## src/rtl/cbf_pkg.sv

```systemverilog
package cbf_pkg;

  // Default geometry
  localparam int INDEX_BITS_DEF   = 16;
  localparam int HASH_COUNT_DEF   = 4;
  localparam int COUNTER_BITS_DEF = 8;

  // FNV-1a, 32 bit
  localparam logic [31:0] FNV_BASIS = 32'd2166136261;
  localparam logic [31:0] FNV_MULT  = 32'd16777619;

  // Position multiplier after reset
  localparam logic [31:0] MUL_RESET = 32'd2654435761;

  // Action codes (code 3 behaves as a query)
  localparam logic [1:0] ACT_QUERY  = 2'd0;
  localparam logic [1:0] ACT_ADD    = 2'd1;
  localparam logic [1:0] ACT_REMOVE = 2'd2;

  typedef struct packed {
    logic [1:0] action;
    logic [7:0] key_byte;
    logic       last_byte;
    logic       empty_key;
  } in_item_t;

  typedef struct packed {
    logic was_present;
    logic store_changed;
  } out_item_t;

  // Controller to datapath
  typedef struct packed {
    logic accept;    // input transaction taken this cycle
    logic fold;      // fold hash into first position seed
    logic gen;       // step position generator, store pos[k]
    logic k_clear;   // position index back to zero (wins over k_step)
    logic k_step;    // advance position index
    logic chk_rd;    // presence read at pos[k]
    logic upd_rd;    // update read at pos[k]
    logic upd_wr;    // update write at pos[k]
    logic clr_step;  // clear one store entry
    logic load_out;  // load result register
  } cmd_t;

  // Datapath to controller
  typedef struct packed {
    logic key_end;   // input transaction ends a key
    logic k_last;    // position index at last position
    logic clr_last;  // clear sweep at last entry
    logic do_update; // counters must be stepped
    logic out_free;  // result register can take a new result
  } status_t;

endpackage

```

## src/rtl/cbf_ctrl.sv

```systemverilog
module cbf_ctrl (
  input  logic             clk,
  input  logic             rst,
  input  logic             in_valid,
  output logic             in_stall,
  input  cbf_pkg::status_t status,
  output cbf_pkg::cmd_t    cmd
);

  typedef enum logic [9:0] {
    S_CLEAR  = 10'b00_0000_0001,
    S_IDLE   = 10'b00_0000_0010,
    S_FOLD   = 10'b00_0000_0100,
    S_GEN    = 10'b00_0000_1000,
    S_CHECK  = 10'b00_0001_0000,
    S_SETTLE = 10'b00_0010_0000,
    S_DECIDE = 10'b00_0100_0000,
    S_UPD_RD = 10'b00_1000_0000,
    S_UPD_WR = 10'b01_0000_0000,
    S_FINISH = 10'b10_0000_0000
  } state_t;

  state_t state;
  state_t state_next;

  // State register; clearing sweep follows reset
  always_ff @(posedge clk) begin
    if (rst) begin
      state <= S_CLEAR;
    end else begin
      state <= state_next;
    end
  end

  assign in_stall = (state != S_IDLE);

  // Next state and commands
  always_comb begin
    state_next = state;
    cmd        = '0;
    unique case (state)
      S_CLEAR: begin
        cmd.clr_step = 1'b1;
        if (status.clr_last) begin
          state_next = S_IDLE;
        end
      end
      S_IDLE: begin
        if (in_valid) begin
          cmd.accept = 1'b1;
          if (status.key_end) begin
            state_next = S_FOLD;
          end
        end
      end
      S_FOLD: begin
        cmd.fold    = 1'b1;
        cmd.k_clear = 1'b1;
        state_next  = S_GEN;
      end
      S_GEN: begin
        cmd.gen = 1'b1;
        if (status.k_last) begin
          cmd.k_clear = 1'b1;
          state_next  = S_CHECK;
        end else begin
          cmd.k_step = 1'b1;
        end
      end
      S_CHECK: begin
        cmd.chk_rd = 1'b1;
        if (status.k_last) begin
          cmd.k_clear = 1'b1;
          state_next  = S_SETTLE;
        end else begin
          cmd.k_step = 1'b1;
        end
      end
      S_SETTLE: begin
        // last presence read lands here
        state_next = S_DECIDE;
      end
      S_DECIDE: begin
        cmd.k_clear = 1'b1;
        if (status.do_update) begin
          state_next = S_UPD_RD;
        end else begin
          state_next = S_FINISH;
        end
      end
      S_UPD_RD: begin
        cmd.upd_rd = 1'b1;
        state_next = S_UPD_WR;
      end
      S_UPD_WR: begin
        cmd.upd_wr = 1'b1;
        if (status.k_last) begin
          cmd.k_clear = 1'b1;
          state_next  = S_FINISH;
        end else begin
          cmd.k_step = 1'b1;
          state_next = S_UPD_RD;
        end
      end
      S_FINISH: begin
        if (status.out_free) begin
          cmd.load_out = 1'b1;
          state_next   = S_IDLE;
        end
      end
      default: begin
        state_next = S_IDLE;
      end
    endcase
  end

endmodule

```

## config.mk

```make
export PLATFORM = sky130hd
export DESIGN_NAME = cbf_ctrl
export DESIGN_NICKNAME = d
export VERILOG_FILES = /design/src/rtl/cbf_pkg.sv /design/src/rtl/cbf_ctrl.sv
export SDC_FILE = /design/constraint.sdc
export NUM_CORES = 1
export LEC_CHECK = 0
export ABC_AREA = 1
export BUFFER_PORTS_ARGS = -buffer_cell sky130_fd_sc_hd__buf_2
export CAP_MARGIN = 20
export CORE_MARGIN = 1
export CORE_UTILIZATION = 58
export CTS_BUF_LIST = sky130_fd_sc_hd__clkbuf_8
export CTS_CLUSTER_SIZE = 10
export DETAILED_ROUTE_END_ITERATION = 16
export GPL_ROUTABILITY_DRIVEN = 0
export GPL_TIMING_DRIVEN = 0
export MAX_ROUTING_LAYER = met4
export PLACE_DENSITY_LB_ADDON = 0.12
export SKIP_LAST_GASP = 1
export SYNTH_ARGS = -nofsm -noshare
export SYNTH_HDL_FRONTEND = slang
export SYNTH_SLANG_ARGS = --single-unit
```

## constraint.sdc

```tcl
create_clock -name clk -period 2.82 [get_ports clk]
set_clock_uncertainty 0.05 [all_clocks]
set_input_delay 0.282 -clock clk [delete_from_list [all_inputs] [get_ports clk]]
set_output_delay 0.282 -clock clk [all_outputs]
set_load 0.05 [all_outputs]
```

* Word level (Yosys, flattened, before mapping)
Index checks and enable logic that the tools add are counted. Widths: inputs -> output; s select.
Storage, ports and cells: register bits 10, bits of input ports 8, output and inout bits 11, word-level logic and storage cells 44
Operators by class: equal/unequal tests 17, multiplexer cells 23, reduce and logical (&&, ||, !) cells 3
Operator list (number):
- $pmux 10 s10 | 1
- $mux 10 | 8
- $mux 1 | 13
- $ne 2x2->1 const B | 6
- $eq 10x1->1 const B | 1
- $eq 10x10->1 const B | 1
- $eq 10x2->1 const B | 1
- $eq 10x3->1 const B | 1
- $eq 10x4->1 const B | 1
- $eq 10x5->1 const B | 1
- $eq 10x6->1 const B | 1
- $eq 10x7->1 const B | 1
- $eq 10x8->1 const B | 1
- $eq 10x9->1 const B | 1
- $ne 10x2->1 const B | 1
- $reduce_and 6->1 | 1
- $reduce_or 3->1 | 1
- $pmux 1 s2 | 1
- $reduce_or 2->1 | 1

* Longest topological paths before layout
depth after elaboration 3, depth in mapped cells 10, mapped depth without buffers 10

* Least setup slack after synthesis
Ideal clock, no wire load.
path type reg-to-output, start point register state[4], end point output port cmd[6] (netlist name), arrival 2.385 ns, data required time 2.488 ns, setup slack 0.103 ns, cell stages (with the launch flop) 10, path buffers 0, cell sequence dfxtp_1 nor2_4 nand2_4 inv_2 nand2_1 nor2_1 nor2_1 nand2_1 nor2_1 a21oi_1
RTL lines:
- start, declared | line cbf_ctrl.sv:23 | state_t state;
- start signal, assigned | line cbf_ctrl.sv:31 | state <= state_next;
- end, declared | line cbf_ctrl.sv:7 | output cbf_pkg::cmd_t cmd

==> flow_summary.ini <==
[clocking]
clk_latency_ns = 0.23
cts_tree = built
postCtsResizedCells = 0
cts-root-buf = clkbuf_8
cts_made_buffers = 3
path_clk_slew_ns = 0.04
cts_buffer_depth = 2
clkSinkCount = 10
cts-hold-fix-buffers = 0
htree_levels = 1
cts_setup_buffers = 0

[worst_setup_path]
worst_path_most_repeated_cell = nor2_1
cp_top_family = simple AND/OR/NAND/NOR gates
crit_arrival_ns = 1.77
critPathMaxStageDelay_ns = 0.34
path_cells = nor2_4 -> nand2_4 -> inv_2 -> nand2_1 -> nor2_1 -> nor2_1 -> nand2_1 -> nor2_1 -> a21oi_1 -> buf_2
critical_path_depth = 10
r2r_cells = 10
path_buf_inv = 2
start_kind = flip-flop
crit_required_ns = 2.49
endpoint_kind = output pin
worst-setup-path-type = reg -> out
cp_slowest_cell = dfxtp_1
path_max_fanout = 6

[timing]
fmax_mhz = 475
rsz0062_at_grt = no
worst_slew_pin_slew_ns = 0.295
finalMaxSlewViolations = 0
period_share_pct = 74.7
setup_viol = 0
hold_slack_ns = 0.276
period_needed_ns = 2.11
finalHoldViolCount = 0
final.setup.tns_ns = 0
slew_headroom_pct = 80.2

[power_and_ir_drop]
ir_worst_vdd_mv = 0.678
p_per_area_nw_per_um2 = 1020
leakage_nw = 0.545
power_mw = 0.946

[finish]
multi_input_area_um2 = 467
drive_gt1_share_pct = 34.0
seq_area_um2 = 200
nets = 157
fill_cells = 105
syn_to_final_growth_pct = 19.0
num_antenna_cells = 0
largestRegisters = state (10)
final_core_util_pct = 78.5
largest_reg_flops = 10
fin_area_um2 = 931
largest_register = state

[global_routing]
grt_pass1_wl_um = 2420
grt.total_usage_pct = 24.7
grt_pass1_vias = 619
grt_overflow = 0
grt_max_degree = 11
grt_antenna_before_repair = 0

[synth]
synthTopCellsByArea = dfxtp_1 26%, nor2_1 11%, inv_1 11%
syn_area_um2 = 782
synth_mux_area_share_pct = 0
yosys_warnings = 0
synthTopCellsByCount = 23 x nor2_1, 22 x inv_1, 22 x nand2_1
synth_ff_type = dfxtp_1
synth_nets = 134
syn_area_per_cell_um2 = 6.21
synthDistinctLibCells = 20
synth_adder_area_share_pct = 0
synth-simple-area-share_pct = 55.7
synth_top_cell_area_share_pct = 25.6
synth_top_family_by_area = simple AND/OR/NAND/NOR gates
synthArstFlopShare_pct = 0
synth_xor_area_share_pct = 0
synth_compound_area_share_pct = 4.00
synth-edff-count = 0
seq_area_frac_synth_pct = 25.6
syn_inst = 126
synth.most_common_cell = nor2_1
ys_ff_latch = 10
synth.largest_area_cell = dfxtp_1

[die]
start_util_pct = 65.9
ioPinCount = 19
dieArea_um2 = 1500
die_y_um = 38.7
die_width_um = 38.7
placementRows = 12
design.core.area_um2 = 1190

[job]
cap_viol_max_count = 0

[routing]
route.antenna.remaining_nets = 0
dr.pass1.iters = 4
wl_per_cell_um = 10.4
drc_errors = 0
drt_wl_total_um = 1670
vias = 806
drt_iter0_drc = 35
viasPerCell = 5.01

[placement]
numPortBuffers = 18
dp.final_hpwl_um = 1270
postPlaceCellArea_um2 = 890

[outcome]
status = finished, final reports clean

[hold_path]
hold_depth = 4
hold_class = in -> reg
-- final timing paths --
check | start | endpoint | slack (ns)
setup / recovery | state[4]$_SDFFE_PP0P_ | cmd[6] | 0.71
hold / removal | status[2] | state[0]$_SDFFE_PP1P_ | 0.28
setup reg to reg | state[4]$_SDFFE_PP0P_ | state[1]$_SDFFE_PP0P_ | 1.37
hold reg to reg | state[4]$_SDFFE_PP0P_ | state[4]$_SDFFE_PP0P_ | 0.49
-- cells by family after synthesis --
family	Yosys count
compound gates	5
simple gates	81
flops	10
buf+inv	30
-- cell usage in the layout, fill, tap and decap left out, types with 3 or more instances in the layout --
cell,instances
clkbuf_8,3
nor2_1,23
buf_2,18
inv_1,22
nor2_2,5
dfxtp_1,10
nor2_4,7
inv_2,6
nand3_1,12
nand2_2,4
nand2_1,22
nand2_4,3
-- final cells by class --
class	count	area share, %
inverters	30	12.4
flip-flops and latches	10	21.5
repair buffers	18	9.68
multi-input cells	86	50.1
well taps	14	1.88
clock buffers	3	4.44
-- through the flow --
stage / worst slack [ns] / instances
detailed placement: 1.08 / 158
global placement: 1.09 / 158
CTS: 0.767 / 161
floorplan: 0.103 / 126
global route: 0.638 / 161
finish: 0.714 / 161
-- layer usage --
| layer | vias to the layer above | GRT usage [%] | wire length [µm] |
|---|---|---|---|
| li1 | 421 | - | - |
| met1 | 347 | 26.2 | 737 |
| met2 | 33 | 43.8 | 807 |
| met3 | 5 | 5.20 | 93 |
| met4 | 0 | 10.3 | 31 |
| met5 | - | - | 0 |
-- power by group --
group          leakage (nW)  internal, mW  total (mW)  switching [mW]
clock                0.0216        0.0931       0.145          0.0522
combinational         0.442         0.172       0.584           0.412
sequential           0.0817         0.175       0.217          0.0425
total                 0.545         0.440       0.946           0.506
-- tightest hold or removal path, stage by stage --
cell and delay, ns:
buf_2 0.08, inv_1 0.04, nand3_2 0.07, nand2_1 0.04
Note: power is estimated with default switching activity, not from simulation.
